**src/hw/rtl/bounding_box_3d_reduce_macros.svh**
```systemverilog
// ----------------------------------------------------------------------------
// Bounding box 3D reduce - assertion macros
// Concurrent assertion wrappers, clocked on clk_i and off during reset.
// ----------------------------------------------------------------------------
`ifndef BOUNDING_BOX_3D_REDUCE_MACROS_SVH
`define BOUNDING_BOX_3D_REDUCE_MACROS_SVH

`ifndef SYNTH
// plain property
`define BB3D_ASSERT(lbl, prop, msg) \
  lbl: assert property (@(posedge clk_i) disable iff (!rst_ni) (prop)) else $error(msg);
// same-cycle implication
`define BB3D_ASSERT_IMP(lbl, ante, cons, msg) \
  lbl: assert property (@(posedge clk_i) disable iff (!rst_ni) (ante) |-> (cons)) \
    else $error(msg);
// next-cycle implication
`define BB3D_ASSERT_NXT(lbl, ante, cons, msg) \
  lbl: assert property (@(posedge clk_i) disable iff (!rst_ni) (ante) |=> (cons)) \
    else $error(msg);
`else
`define BB3D_ASSERT(lbl, prop, msg)
`define BB3D_ASSERT_IMP(lbl, ante, cons, msg)
`define BB3D_ASSERT_NXT(lbl, ante, cons, msg)
`endif

`endif

```
**src/hw/rtl/bb3d_pkg.sv**
```systemverilog
// ----------------------------------------------------------------------------
// bb3d_pkg
// Widths, axis codes and the controller-to-datapath command bundle.
// ----------------------------------------------------------------------------
`default_nettype none

package bb3d_pkg;

  localparam int COORD_BITS = 24;
  localparam int DIAG_BITS  = COORD_BITS + 1;
  localparam int PROD_BITS  = 2 * COORD_BITS;
  localparam int SUM_BITS   = 2 * DIAG_BITS;   // holds three squared extents
  localparam int REM_BITS   = DIAG_BITS + 3;
  localparam int NUM_AXES   = 3;
  localparam int AXIS_BITS  = 2;
  localparam int CNT_BITS   = $clog2(DIAG_BITS + 1);
  localparam int SQ_LAST    = 4;               // extent, square, accumulate pipe

  localparam logic [AXIS_BITS-1:0] AXIS_X = 2'd0;
  localparam logic [AXIS_BITS-1:0] AXIS_Y = 2'd1;
  localparam logic [AXIS_BITS-1:0] AXIS_Z = 2'd2;

  typedef struct packed {
    logic                 pt_en;     // fold in a point
    logic                 pt_first;  // point opens a new set
    logic [AXIS_BITS-1:0] sel_axis;  // axis for extent / result load
    logic                 ext_en;
    logic                 prod_en;
    logic                 acc_clr;
    logic                 acc_en;
    logic                 rt_init;
    logic                 rt_step;
    logic                 out_load;
  } bb3d_cmd_t;

endpackage

`default_nettype wire

```
**src/hw/rtl/bb3d_ctrl.sv**
```systemverilog
// ----------------------------------------------------------------------------
// bb3d_ctrl
// Sequencer: point intake, squared-extent sum, square root, result drain.
// ----------------------------------------------------------------------------
`default_nettype none

module bb3d_ctrl (
  input  logic              clk_i,
  input  logic              rst_ni,
  input  logic              in_valid_i,
  input  logic              last_point_i,
  output logic              in_stall_o,
  output logic              out_valid_o,
  input  logic              out_stall_i,
  output bb3d_pkg::bb3d_cmd_t cmd_o
);
  import bb3d_pkg::*;

  typedef enum logic [1:0] {ST_IDLE, ST_SQR, ST_ROOT, ST_OUT} state_e;

  state_e               state_q;
  logic [CNT_BITS-1:0]  cnt_q;
  logic                 have_q;
  logic [AXIS_BITS-1:0] axis_q;
  logic                 out_valid_q;
  logic                 out_take;

  assign in_stall_o  = (state_q != ST_IDLE);
  assign out_valid_o = out_valid_q;
  assign out_take    = out_valid_q && !out_stall_i;

  always_comb begin
    cmd_o = '0;
    cmd_o.sel_axis = AXIS_X;
    unique case (state_q)
      ST_IDLE: begin
        cmd_o.pt_en    = in_valid_i;
        cmd_o.pt_first = !have_q;
      end
      ST_SQR: begin
        cmd_o.sel_axis = cnt_q[AXIS_BITS-1:0];
        cmd_o.ext_en   = (cnt_q < CNT_BITS'(NUM_AXES));
        cmd_o.prod_en  = (cnt_q >= CNT_BITS'(1)) && (cnt_q <= CNT_BITS'(NUM_AXES));
        cmd_o.acc_clr  = (cnt_q == '0);
        cmd_o.acc_en   = (cnt_q >= CNT_BITS'(2));
      end
      ST_ROOT: begin
        cmd_o.rt_init  = (cnt_q == '0);
        cmd_o.rt_step  = (cnt_q != '0);
        cmd_o.out_load = (cnt_q == CNT_BITS'(DIAG_BITS));
      end
      ST_OUT: begin
        cmd_o.sel_axis = axis_q + AXIS_BITS'(1);
        cmd_o.out_load = out_take && (axis_q != AXIS_Z);
      end
      default: ;
    endcase
  end

  always_ff @(posedge clk_i or negedge rst_ni) begin
    if (!rst_ni) begin
      state_q     <= ST_IDLE;
      cnt_q       <= '0;
      have_q      <= 1'b0;
      axis_q      <= AXIS_X;
      out_valid_q <= 1'b0;
    end else begin
      unique case (state_q)
        ST_IDLE: begin
          if (in_valid_i) begin
            have_q <= !last_point_i;
            if (last_point_i) begin
              state_q <= ST_SQR;
              cnt_q   <= '0;
            end
          end
        end
        ST_SQR: begin
          if (cnt_q == CNT_BITS'(SQ_LAST)) begin
            state_q <= ST_ROOT;
            cnt_q   <= '0;
          end else begin
            cnt_q <= cnt_q + CNT_BITS'(1);
          end
        end
        ST_ROOT: begin
          if (cnt_q == CNT_BITS'(DIAG_BITS)) begin
            state_q     <= ST_OUT;
            cnt_q       <= '0;
            axis_q      <= AXIS_X;
            out_valid_q <= 1'b1;
          end else begin
            cnt_q <= cnt_q + CNT_BITS'(1);
          end
        end
        ST_OUT: begin
          if (out_take) begin
            if (axis_q == AXIS_Z) begin
              out_valid_q <= 1'b0;
              state_q     <= ST_IDLE;
            end else begin
              axis_q <= axis_q + AXIS_BITS'(1);
            end
          end
        end
        default: state_q <= ST_IDLE;
      endcase
    end
  end

endmodule

`default_nettype wire

```
**src/hw/rtl/bb3d_dp.sv**
```systemverilog
// ----------------------------------------------------------------------------
// bb3d_dp
// Min/max registers, shared squarer, accumulator, bit-pair square root and
// result register.
// ----------------------------------------------------------------------------
`default_nettype none

module bb3d_dp (
  input  logic                                     clk_i,
  input  bb3d_pkg::bb3d_cmd_t                      cmd_i,
  input  logic signed [bb3d_pkg::COORD_BITS-1:0]   px_i,
  input  logic signed [bb3d_pkg::COORD_BITS-1:0]   py_i,
  input  logic signed [bb3d_pkg::COORD_BITS-1:0]   pz_i,
  output logic        [bb3d_pkg::AXIS_BITS-1:0]    axis_o,
  output logic signed [bb3d_pkg::COORD_BITS-1:0]   axis_min_o,
  output logic signed [bb3d_pkg::COORD_BITS-1:0]   axis_max_o,
  output logic signed [bb3d_pkg::COORD_BITS-1:0]   axis_center_o,
  output logic        [bb3d_pkg::COORD_BITS-1:0]   axis_extent_o,
  output logic        [bb3d_pkg::DIAG_BITS-1:0]    diagonal_o,
  output logic                                     last_result_o
);
  import bb3d_pkg::*;

  logic signed [COORD_BITS-1:0] pt    [NUM_AXES];
  logic signed [COORD_BITS-1:0] min_q [NUM_AXES];
  logic signed [COORD_BITS-1:0] max_q [NUM_AXES];

  logic signed [COORD_BITS-1:0] sel_min, sel_max;
  logic        [COORD_BITS:0]   diff_w, sum_w;

  logic [COORD_BITS-1:0] ext_q;
  logic [PROD_BITS-1:0]  prod_q;
  logic [SUM_BITS-1:0]   acc_q;
  logic [SUM_BITS-1:0]   rad_q;
  logic [REM_BITS-1:0]   rem_q, rem_sh, trial, rem_nx;
  logic [DIAG_BITS-1:0]  root_q, root_nx;
  logic                  ge;

  logic [AXIS_BITS-1:0]  axis_q;
  logic [COORD_BITS-1:0] omin_q, omax_q, octr_q, oext_q;
  logic                  olast_q;

  assign pt[0] = px_i;
  assign pt[1] = py_i;
  assign pt[2] = pz_i;

  always_ff @(posedge clk_i) begin
    if (cmd_i.pt_en) begin
      for (int a = 0; a < NUM_AXES; a++) begin
        if (cmd_i.pt_first || (pt[a] < min_q[a])) min_q[a] <= pt[a];
        if (cmd_i.pt_first || (pt[a] > max_q[a])) max_q[a] <= pt[a];
      end
    end
  end

  always_comb begin
    unique case (cmd_i.sel_axis)
      AXIS_X: begin
        sel_min = min_q[0];
        sel_max = max_q[0];
      end
      AXIS_Y: begin
        sel_min = min_q[1];
        sel_max = max_q[1];
      end
      default: begin
        sel_min = min_q[2];
        sel_max = max_q[2];
      end
    endcase
  end

  // 25-bit difference and sum; extent and floor-half both fit 24 bits
  assign diff_w = {sel_max[COORD_BITS-1], sel_max} - {sel_min[COORD_BITS-1], sel_min};
  assign sum_w  = {sel_max[COORD_BITS-1], sel_max} + {sel_min[COORD_BITS-1], sel_min};

  // square root: one result bit per step, two radicand bits in
  assign rem_sh  = {rem_q[REM_BITS-3:0], rad_q[SUM_BITS-1 -: 2]};
  assign trial   = REM_BITS'({root_q, 2'b01});
  assign ge      = (rem_sh >= trial);
  assign rem_nx  = ge ? (rem_sh - trial) : rem_sh;
  assign root_nx = {root_q[DIAG_BITS-2:0], ge};

  always_ff @(posedge clk_i) begin
    if (cmd_i.ext_en)  ext_q  <= diff_w[COORD_BITS-1:0];
    if (cmd_i.prod_en) prod_q <= PROD_BITS'(ext_q) * PROD_BITS'(ext_q);
    if (cmd_i.acc_clr) begin
      acc_q <= '0;
    end else if (cmd_i.acc_en) begin
      acc_q <= acc_q + SUM_BITS'(prod_q);
    end

    if (cmd_i.rt_init) begin
      rad_q  <= acc_q;
      rem_q  <= '0;
      root_q <= '0;
    end else if (cmd_i.rt_step) begin
      rad_q  <= {rad_q[SUM_BITS-3:0], 2'b00};
      rem_q  <= rem_nx;
      root_q <= root_nx;
    end

    if (cmd_i.out_load) begin
      axis_q  <= cmd_i.sel_axis;
      omin_q  <= sel_min;
      omax_q  <= sel_max;
      octr_q  <= sum_w[COORD_BITS:1];
      oext_q  <= diff_w[COORD_BITS-1:0];
      olast_q <= (cmd_i.sel_axis == AXIS_Z);
    end
  end

  assign axis_o        = axis_q;
  assign axis_min_o    = omin_q;
  assign axis_max_o    = omax_q;
  assign axis_center_o = octr_q;
  assign axis_extent_o = oext_q;
  assign diagonal_o    = root_q;
  assign last_result_o = olast_q;

endmodule

`default_nettype wire

```
**src/hw/rtl/bounding_box_3d_reduce.sv**
```systemverilog
// ----------------------------------------------------------------------------
// bounding_box_3d_reduce
// Per-axis min/max of a 3D point set with center, extent and box diagonal.
// ----------------------------------------------------------------------------
//
//   channel  | handshake             | payload
//   ---------+-----------------------+-------------------------------------
//   in       | in_valid_i/in_stall_o | px_i py_i pz_i last_point_i
//   out      | out_valid_o/out_stall_i | axis_o axis_min_o axis_max_o
//            |                       | axis_center_o axis_extent_o
//            |                       | diagonal_o last_result_o
//
// Points that are not the last of their set stream at one request per cycle
// while in_stall_o is low. The last point runs the shared 24x24 squarer
// pipe on each extent and the bit-pair square root on the sum, then issues
// three result requests (x, y, z), one per cycle when out_stall_i stays low.
// in_stall_o is high from the last point until the z result is taken.
// Reset is asynchronous, active low, and clears only the sequencer.
// ----------------------------------------------------------------------------
`default_nettype none

`include "bounding_box_3d_reduce_macros.svh"

module bounding_box_3d_reduce (
  input  logic                                   clk_i,
  input  logic                                   rst_ni,
  // point requests
  input  logic                                   in_valid_i,
  output logic                                   in_stall_o,
  input  logic signed [bb3d_pkg::COORD_BITS-1:0] px_i,
  input  logic signed [bb3d_pkg::COORD_BITS-1:0] py_i,
  input  logic signed [bb3d_pkg::COORD_BITS-1:0] pz_i,
  input  logic                                   last_point_i,
  // result requests
  output logic                                   out_valid_o,
  input  logic                                   out_stall_i,
  output logic        [bb3d_pkg::AXIS_BITS-1:0]  axis_o,
  output logic signed [bb3d_pkg::COORD_BITS-1:0] axis_min_o,
  output logic signed [bb3d_pkg::COORD_BITS-1:0] axis_max_o,
  output logic signed [bb3d_pkg::COORD_BITS-1:0] axis_center_o,
  output logic        [bb3d_pkg::COORD_BITS-1:0] axis_extent_o,
  output logic        [bb3d_pkg::DIAG_BITS-1:0]  diagonal_o,
  output logic                                   last_result_o
);
  import bb3d_pkg::*;

  bb3d_cmd_t cmd;

  // sequencer: owns the handshakes and the set-open flag
  bb3d_ctrl u_ctrl (
    .clk_i        (clk_i),
    .rst_ni       (rst_ni),
    .in_valid_i   (in_valid_i),
    .last_point_i (last_point_i),
    .in_stall_o   (in_stall_o),
    .out_valid_o  (out_valid_o),
    .out_stall_i  (out_stall_i),
    .cmd_o        (cmd)
  );

  // datapath: bounds, squared-extent sum, square root, result register
  bb3d_dp u_dp (
    .clk_i         (clk_i),
    .cmd_i         (cmd),
    .px_i          (px_i),
    .py_i          (py_i),
    .pz_i          (pz_i),
    .axis_o        (axis_o),
    .axis_min_o    (axis_min_o),
    .axis_max_o    (axis_max_o),
    .axis_center_o (axis_center_o),
    .axis_extent_o (axis_extent_o),
    .diagonal_o    (diagonal_o),
    .last_result_o (last_result_o)
  );

  // no point is taken while results are pending
  `BB3D_ASSERT(a_no_in_during_out, !(in_valid_i && !in_stall_o && out_valid_o), "point taken during results")
  // the last point closes intake for the following cycle
  `BB3D_ASSERT_NXT(a_last_stalls, in_valid_i && !in_stall_o && last_point_i, in_stall_o, "intake open after last point")
  // results walk x, y, z
  `BB3D_ASSERT_NXT(a_axis_steps, out_valid_o && !out_stall_i && !last_result_o, out_valid_o && (axis_o == $past(axis_o) + 2'd1), "result axis did not advance")
  // z result flagged and ends the run
  `BB3D_ASSERT_IMP(a_last_is_z, out_valid_o, last_result_o == (axis_o == AXIS_Z), "last flag off z")
  `BB3D_ASSERT_NXT(a_run_ends, out_valid_o && !out_stall_i && last_result_o, !out_valid_o, "results after z")

endmodule

`default_nettype wire
```
**config.mk**
```make
export PLATFORM = sky130hd
export DESIGN_NAME = bounding_box_3d_reduce
export DESIGN_NICKNAME = d
export VERILOG_FILES = /design/src/hw/rtl/bb3d_pkg.sv /design/src/hw/rtl/bb3d_ctrl.sv /design/src/hw/rtl/bb3d_dp.sv /design/src/hw/rtl/bounding_box_3d_reduce.sv
export VERILOG_INCLUDE_DIRS = /design/src /design/src/hw/rtl
export SDC_FILE = /design/constraint.sdc
export NUM_CORES = 2
export LEC_CHECK = 0
export BUFFER_PORTS_ARGS = -buffer_cell sky130_fd_sc_hd__buf_2
export CORE_ASPECT_RATIO = 0.75
export CORE_MARGIN = 3
export CORE_UTILIZATION = 25
export CTS_CLUSTER_SIZE = 25
export DETAILED_ROUTE_END_ITERATION = 8
export PLACE_DENSITY = 0.43
export SLEW_MARGIN = 0
export SYNTH_ARGS = -nofsm -noshare
export SYNTH_HDL_FRONTEND = slang
export SYNTH_HIERARCHICAL = 1
export SYNTH_SLANG_ARGS = --single-unit
```
**constraint.sdc**
```tcl
create_clock -name clk_i -period 12.3 [get_ports clk_i]
set_input_delay 0 -clock clk_i [delete_from_list [all_inputs] [get_ports clk_i]]
set_output_delay 0 -clock clk_i [all_outputs]
set_load 0.01 [all_outputs]
```
Yosys cells after proc, flatten, opt, wreduce, memory -nomap -nowiden
Memories as Yosys holds them, arrays and structs flattened.
Cells that the tools add are included.
{ "op_classes": {"reduce_logical": 25, "eq_ne": 16, "multipliers": 1, "magnitude_cmp": 11, "muxes": 48, "n_addsub": 6} }
{ "ops": {"columns": ["cell", "count"], "rows": [
  ["$mux W50", 2],
  ["$pmux W24 S2", 2],
  ["$gt A24 B24 Y1", 3],
  ["$lt A24 B24 Y1", 3],
  ["$add A50 B48 Y50", 1],
  ["$mul A24 B24 Y48", 1],
  ["$ge A28 B27 Y1", 1],
  ["$mux W26", 1],
  ["$sub A26 B26 Y26", 1],
  ["$add A24 B24 Y25", 1],
  ["$sub A24 B24 Y24", 1],
  ["$mux W2", 11],
  ["$mux W1", 21],
  ["$mux W5", 4],
  ["$pmux W5 S3", 1],
  ["$eq A2 B2 Y1 const B", 4],
  ["$ne A2 B1 Y1 const B", 4],
  ["$ne A2 B2 Y1 const B", 4],
  ["$pmux W2 S2", 2],
  ["$pmux W2 S4", 1],
  ["$reduce_and A4 Y1", 2],
  ["$logic_or A1 B1 Y1", 6],
  ["$reduce_and A6 Y1", 1],
  ["$reduce_bool A2 Y1", 3],
  ["19 further kinds", 26]
]} }
{ "word_totals": {"mem_bits_rw": 144, "ff_bits": 333, "inputBits": 77, "n_memories": 2, "wordCells": 126} }
{ "memory_table": {"columns": ["memory", "depth", "width", "rd", "rd_ports_with_merged_regs", "write_ports", "line", "rtl"], "rows": [
  ["u_dp.max_q", 3, 24, 3, 0, 3, "bb3d_dp.sv:26", "logic signed [COORD_BITS-1:0] max_q [NUM_AXES];"],
  ["u_dp.min_q", 3, 24, 3, 0, 3, "bb3d_dp.sv:25", "logic signed [COORD_BITS-1:0] min_q [NUM_AXES];"]
]} }

Longest topological paths before layout
{ "logic_depth": {"ltp_word": 6, "ltp_mapped": 27, "mapped_depth_nobuf": 26} }

Hierarchy
The synthesis kept the hierarchy.
{ "by_module_without_submodules": {"columns": ["module", "area_each_um2", "cells_each", "instances", "seq_area_each_um2"], "rows": [
  ["bb3d_dp", 42572.1, 4188, 1, 12952.4],
  ["bb3d_ctrl", 858.3, 95, 1, 275.3]
]} }

Least setup slack after synthesis
OpenSTA, ideal clock, no wires.
{ "synth_timing": {"path_type": "register to register", "from": "register u_ctrl.state_q[1]", "to": "register u_dp.octr_q[0], in the netlist u_dp/axis_center_o[0] (enable)", "setup_ps": 693, "setup_slack_ps": 3709, "synth_period_minus_slack_ps": 8591, "arrival_ps": 7898, "required_time_ps": 11607, "path_stages_with_launch": 5, "n_path_buf": 1, "cell_sequence": "dfrtp_1 -> ha_1 -> clkbuf_1 -> nand2b_1 -> o21ai_0"} }
{ "synth_rtl": {"columns": ["item", "line", "rtl"], "rows": [
  ["from (decl)", "bb3d_ctrl.sv:21", "state_e state_q;"],
  ["from (signal assigned)", "bb3d_ctrl.sv:62", "state_q <= ST_IDLE;"],
  ["from (signal assigned)", "bb3d_ctrl.sv:73", "state_q <= ST_SQR;"],
  ["from (signal assigned)", "bb3d_ctrl.sv:80", "state_q <= ST_ROOT;"],
  ["to (signal assigned)", "bb3d_dp.sv:107", "octr_q <= sum_w[COORD_BITS:1];"],
  ["to (decl)", "bb3d_dp.sv:40", "logic [COORD_BITS-1:0] omin_q, omax_q, octr_q, oext_q;"]
]} }

Final worst setup path
{ "layout_timing": {"from": "register u_dp.ext_q[2]", "to": "register u_dp.prod_q[44], data pin"} }
{ "layout_via": {"elab_chain_len": 1} }
{ "layout_rtl": {"columns": ["item", "line", "rtl"], "rows": [
  ["from (decl)", "bb3d_dp.sv:31", "logic [COORD_BITS-1:0] ext_q;"],
  ["from (signal assigned)", "bb3d_dp.sv:85", "if (cmd_i.ext_en) ext_q <= diff_w[COORD_BITS-1:0];"],
  ["$mul A24 B24 Y48", "bb3d_dp.sv:86", "if (cmd_i.prod_en) prod_q <= PROD_BITS'(ext_q) * PROD_BITS'(ext_q);"],
  ["to (signal assigned)", "bb3d_dp.sv:86", null],
  ["to (decl)", "bb3d_dp.sv:32", "logic [PROD_BITS-1:0] prod_q;"]
]} }
Every way passes these cells.
A chain may end at the register's enable or synchronous reset.

==> results.toml <==
[routing]
wirelength_um = 125000
firstDrtPassIters = 7
wire_per_inst_um = 18.3
detail-route-antenna-nets = 0
vias_per_cell = 4.41
initialDrtViolationCount = 1887
vias = 30100
remaining_drc_errors = 0

[worst_setup_path]
r2r_start = "u_dp/ext_q[2]"
cp_data_arrival_time_ns = 8.31
critPathLaunchType = "register"
cpMostUsedCell = "fa_1"
crit_slowest_cell = "edfxtp_1"
path_buf_inv = 5
critPathMaxStageDelay_ns = 1.18
cp-startpoint = "u_dp/ext_q[2]"
cp_max_fo = 24
endpoint_kind = "register"
cp_top_family = "adder cells"
cp.required_ns = 12.67
crit_type = "register to register"
cp_cell_sequence = "nand2_1 > fa_1 > inv_1 > fa_1 > inv_1 > fa_1 > inv_1 > fa_1 > fa_1 > fa_1 > inv_1 > fa_1 > inv_1 > ha_1 > nand3_1 > a2111oi_2 > a2111oi_1 > a31o_2 > o21ba_2 > o21ai_1 > a21oi_1 > o221ai_1 > xor2_1"

[die]
die_h_um = 367
die_area_mm2 = 0.179
die_w_um = 487
core_mm2 = 0.171
start_util_pct = 25.4
num_rows = 131
pin_count = 203

[timing]
finalClockSkew_ns = 0.0235
timing.hold.ws_ns = 0.0644
setup_viol = 0
max_clock_freq_mhz = 126
report.final.hold_viol_count = 0
drv_slew = 0
worst_pin_slew_ns = 1.24
tns_ns = 0
post-route-min-period_ns = 7.94
min_period_over_period_pct = 64.6
rsz0062_at_grt = "no"
relSlewSlack_pct = 17.2

[grt]
grtUsageTotal_pct = 13.9
grt_pass1_vias = 31000
grt-busiest-layer = "met1"
grt_max_degree = 68
gr-usage-met2_pct = 19.7
grt_pass1_wl_um = 193000
grt_remaining_overflow = 0
met1_usage_pct = 21.6
grt.met3_usage_pct = 3.14
antenna_found_initial = 16

[worst_hold_path]
min_path_type = "primary input to register"
hold_start = "in_valid_i"

[layout]
area_growth_pct = 14.3
multi_input_area_mm2 = 0.0267
final-seq-area_mm2 = 0.0132
nFillCells = 17900
drive_above_1_share_pct = 9.74
finalNetCount = 5467

[logic_synthesis]
syn-num-nets = 5235
synth_area_mm2 = 0.0434
synth_largest_area_cell = "edfxtp_1"
synth_most_common_cell = "inv_1"
synth_common_cells = "inv_1 (794), ha_1 (449), fa_1 (426)"
netlist_instances = 4283
yosys_most_used_dff = "edfxtp_1"
ys_seq_area_share_pct = 30.5
synth.avg_cell_area_um2 = 10.1
synth_top_area_share_pct = 25.2
ys_warn_count = 6
yosys-top-cells-area = "edfxtp_1 (25%), fa_1 (20%), ha_1 (13%), inv_1 (6.9%), dfxtp_1 (4.7%)"
synth_enable_flop_cells = 364
synth.ff_latch_count = 476
async_flop_share_pct = 2.31
synth_cell_type_count = 110

[clock_tree]
cts_max_path_buffers = 3
root_buffer = "clkbuf_16"
clkSinkCount = 476
cts_max_level = 2
clkTransAtPathRegs_ns = 0.06
tritoncts = "yes"
cts-resized-gates = 0
numCtsBuffers = 56
clk_latency_ns = 0.65

[status]
outcome = "finished, final reports clean"

[place]
dp.final_hpwl_um = 98200
port_buffers = 202
gp_congestion = 0.836

[job]
maxCapViolations = 0
==> kinds of logic after synthesis <==
logic type	synth area share (%)
buffers and inverters	8.31
AND/OR/NAND/NOR	10.5
adder cells (fa/ha/maj)	32.6
AO/OA/AOI/OAI	11.2
flip-flops	30.5
multiplexers	4.05
XOR/XNOR	2.88
==> registers in the layout, summed over array words and instances (netlist names), 5 cells and up <==
| signal | flops |
|---|---|
| u_ctrl/cnt_q | 5 |
| u_dp/acc_q | 50 |
| u_dp/axis_center_o | 24 |
| u_dp/axis_extent_o | 24 |
| u_dp/axis_max_o | 24 |
| u_dp/axis_min_o | 24 |
| u_dp/diagonal_o | 25 |
| u_dp/ext_q | 24 |
| u_dp/max_q | 72 |
| u_dp/min_q | 72 |
| u_dp/prod_q | 47 |
| u_dp/rad_q | 50 |
| u_dp/rem_q | 26 |
==> area by class of cell <==
type | instances | area share, %
multi-input cells | 2866 | 53.8
flip-flops and latches | 476 | 26.7
inverters | 794 | 6.01
well taps | 2261 | 5.70
repair buffers | 321 | 4.23
clock buffers | 80 | 3.14
clock inverters | 23 | 0.426
diodes | 8 | 0.0403
==> through the flow <==
stage | std cells | util (%) | worst slack (ns) | area (um2)
2_1_floorplan | 4283 | - | 3.71 | 43400
3_3_place_gp | 6641 | 27.5 | 4.50 | 47100
3_5_place_dp | 6641 | 27.5 | 4.38 | 47100
4_1_cts | 6821 | 29.0 | 4.35 | 49600
5_1_grt | 6825 | 29.0 | 3.94 | 49600
6_report | 6829 | 29.0 | 4.36 | 49600
==> repair_timing <==
item,CTS,global route
buffers inserted,0,0
hold endpoints to repair,159,0
hold buffers,77,0
==> tightest hold or removal path: stages <==
cell and delay [ns]:
buf_2 0.08, a21boi_0 0.19, nor2_1 0.26, o22ai_1 0.12
==> metal layers <==
layer / routed length (um) / part of all wire (%) / vias to the layer above
li1: - / - / 14800
met4: 1620 / 1.3 / 4
met1: 65900 / 53 / 14700
met5: 27 / 0.022 / -
met3: 7330 / 5.9 / 95
met2: 50300 / 40 / 571
==> final timing paths <==
kind | slack [ns] | cells past startpoint | end
max | 4.36 | 23 | u_dp/prod_q[44]
min in group asynchronous | 0.43 | 3 | u_ctrl/out_valid_o
max in group asynchronous | 11.49 | 3 | u_ctrl/cnt_q[3]
min | 0.06 | 4 | u_ctrl/cnt_q[1]
max reg2reg | 4.36 | 23 | u_dp/prod_q[44]
min reg2reg | 0.49 | 2 | u_dp/acc_q[45]
==> placed cells by master, fill, tap and decap left out, types with 8 or more instances in the layout <==
| cell | count |
|---|---|
| inv_1 | 793 |
| ha_1 | 449 |
| fa_1 | 426 |
| edfxtp_1 | 364 |
| nand2_1 | 326 |
| nor2_1 | 205 |
| buf_2 | 202 |
| a21oi_1 | 196 |
| o21ai_0 | 154 |
| a21o_1 | 133 |
| and2_1 | 127 |
| mux2i_1 | 117 |
| dfxtp_1 | 101 |
| xnor2_1 | 100 |
| dlygate4sd3_1 | 77 |
| clkbuf_16 | 57 |
| mux2_2 | 50 |
| nand4_1 | 49 |
| xor2_1 | 43 |
| buf_4 | 42 |
| nand2b_1 | 39 |
| a211oi_1 | 38 |
| nor3_1 | 35 |
| nand3_1 | 34 |
| nor2b_1 | 29 |
| o21a_1 | 26 |
| o21bai_1 | 25 |
| and3_1 | 19 |
| a31oi_1 | 19 |
| clkbuf_1 | 18 |
| o211ai_1 | 14 |
| clkinv_2 | 12 |
| or2_2 | 12 |
| o22ai_1 | 12 |
| or3_1 | 12 |
| dfrtp_1 | 11 |
| o31ai_1 | 10 |
| o21ai_1 | 10 |
| diode_2 | 8 |
| nor3b_1 | 8 |
Power is left out: the tool's default activity adds up to more than one toggle a clock period on the data nets, which glitch-free logic cannot reach.
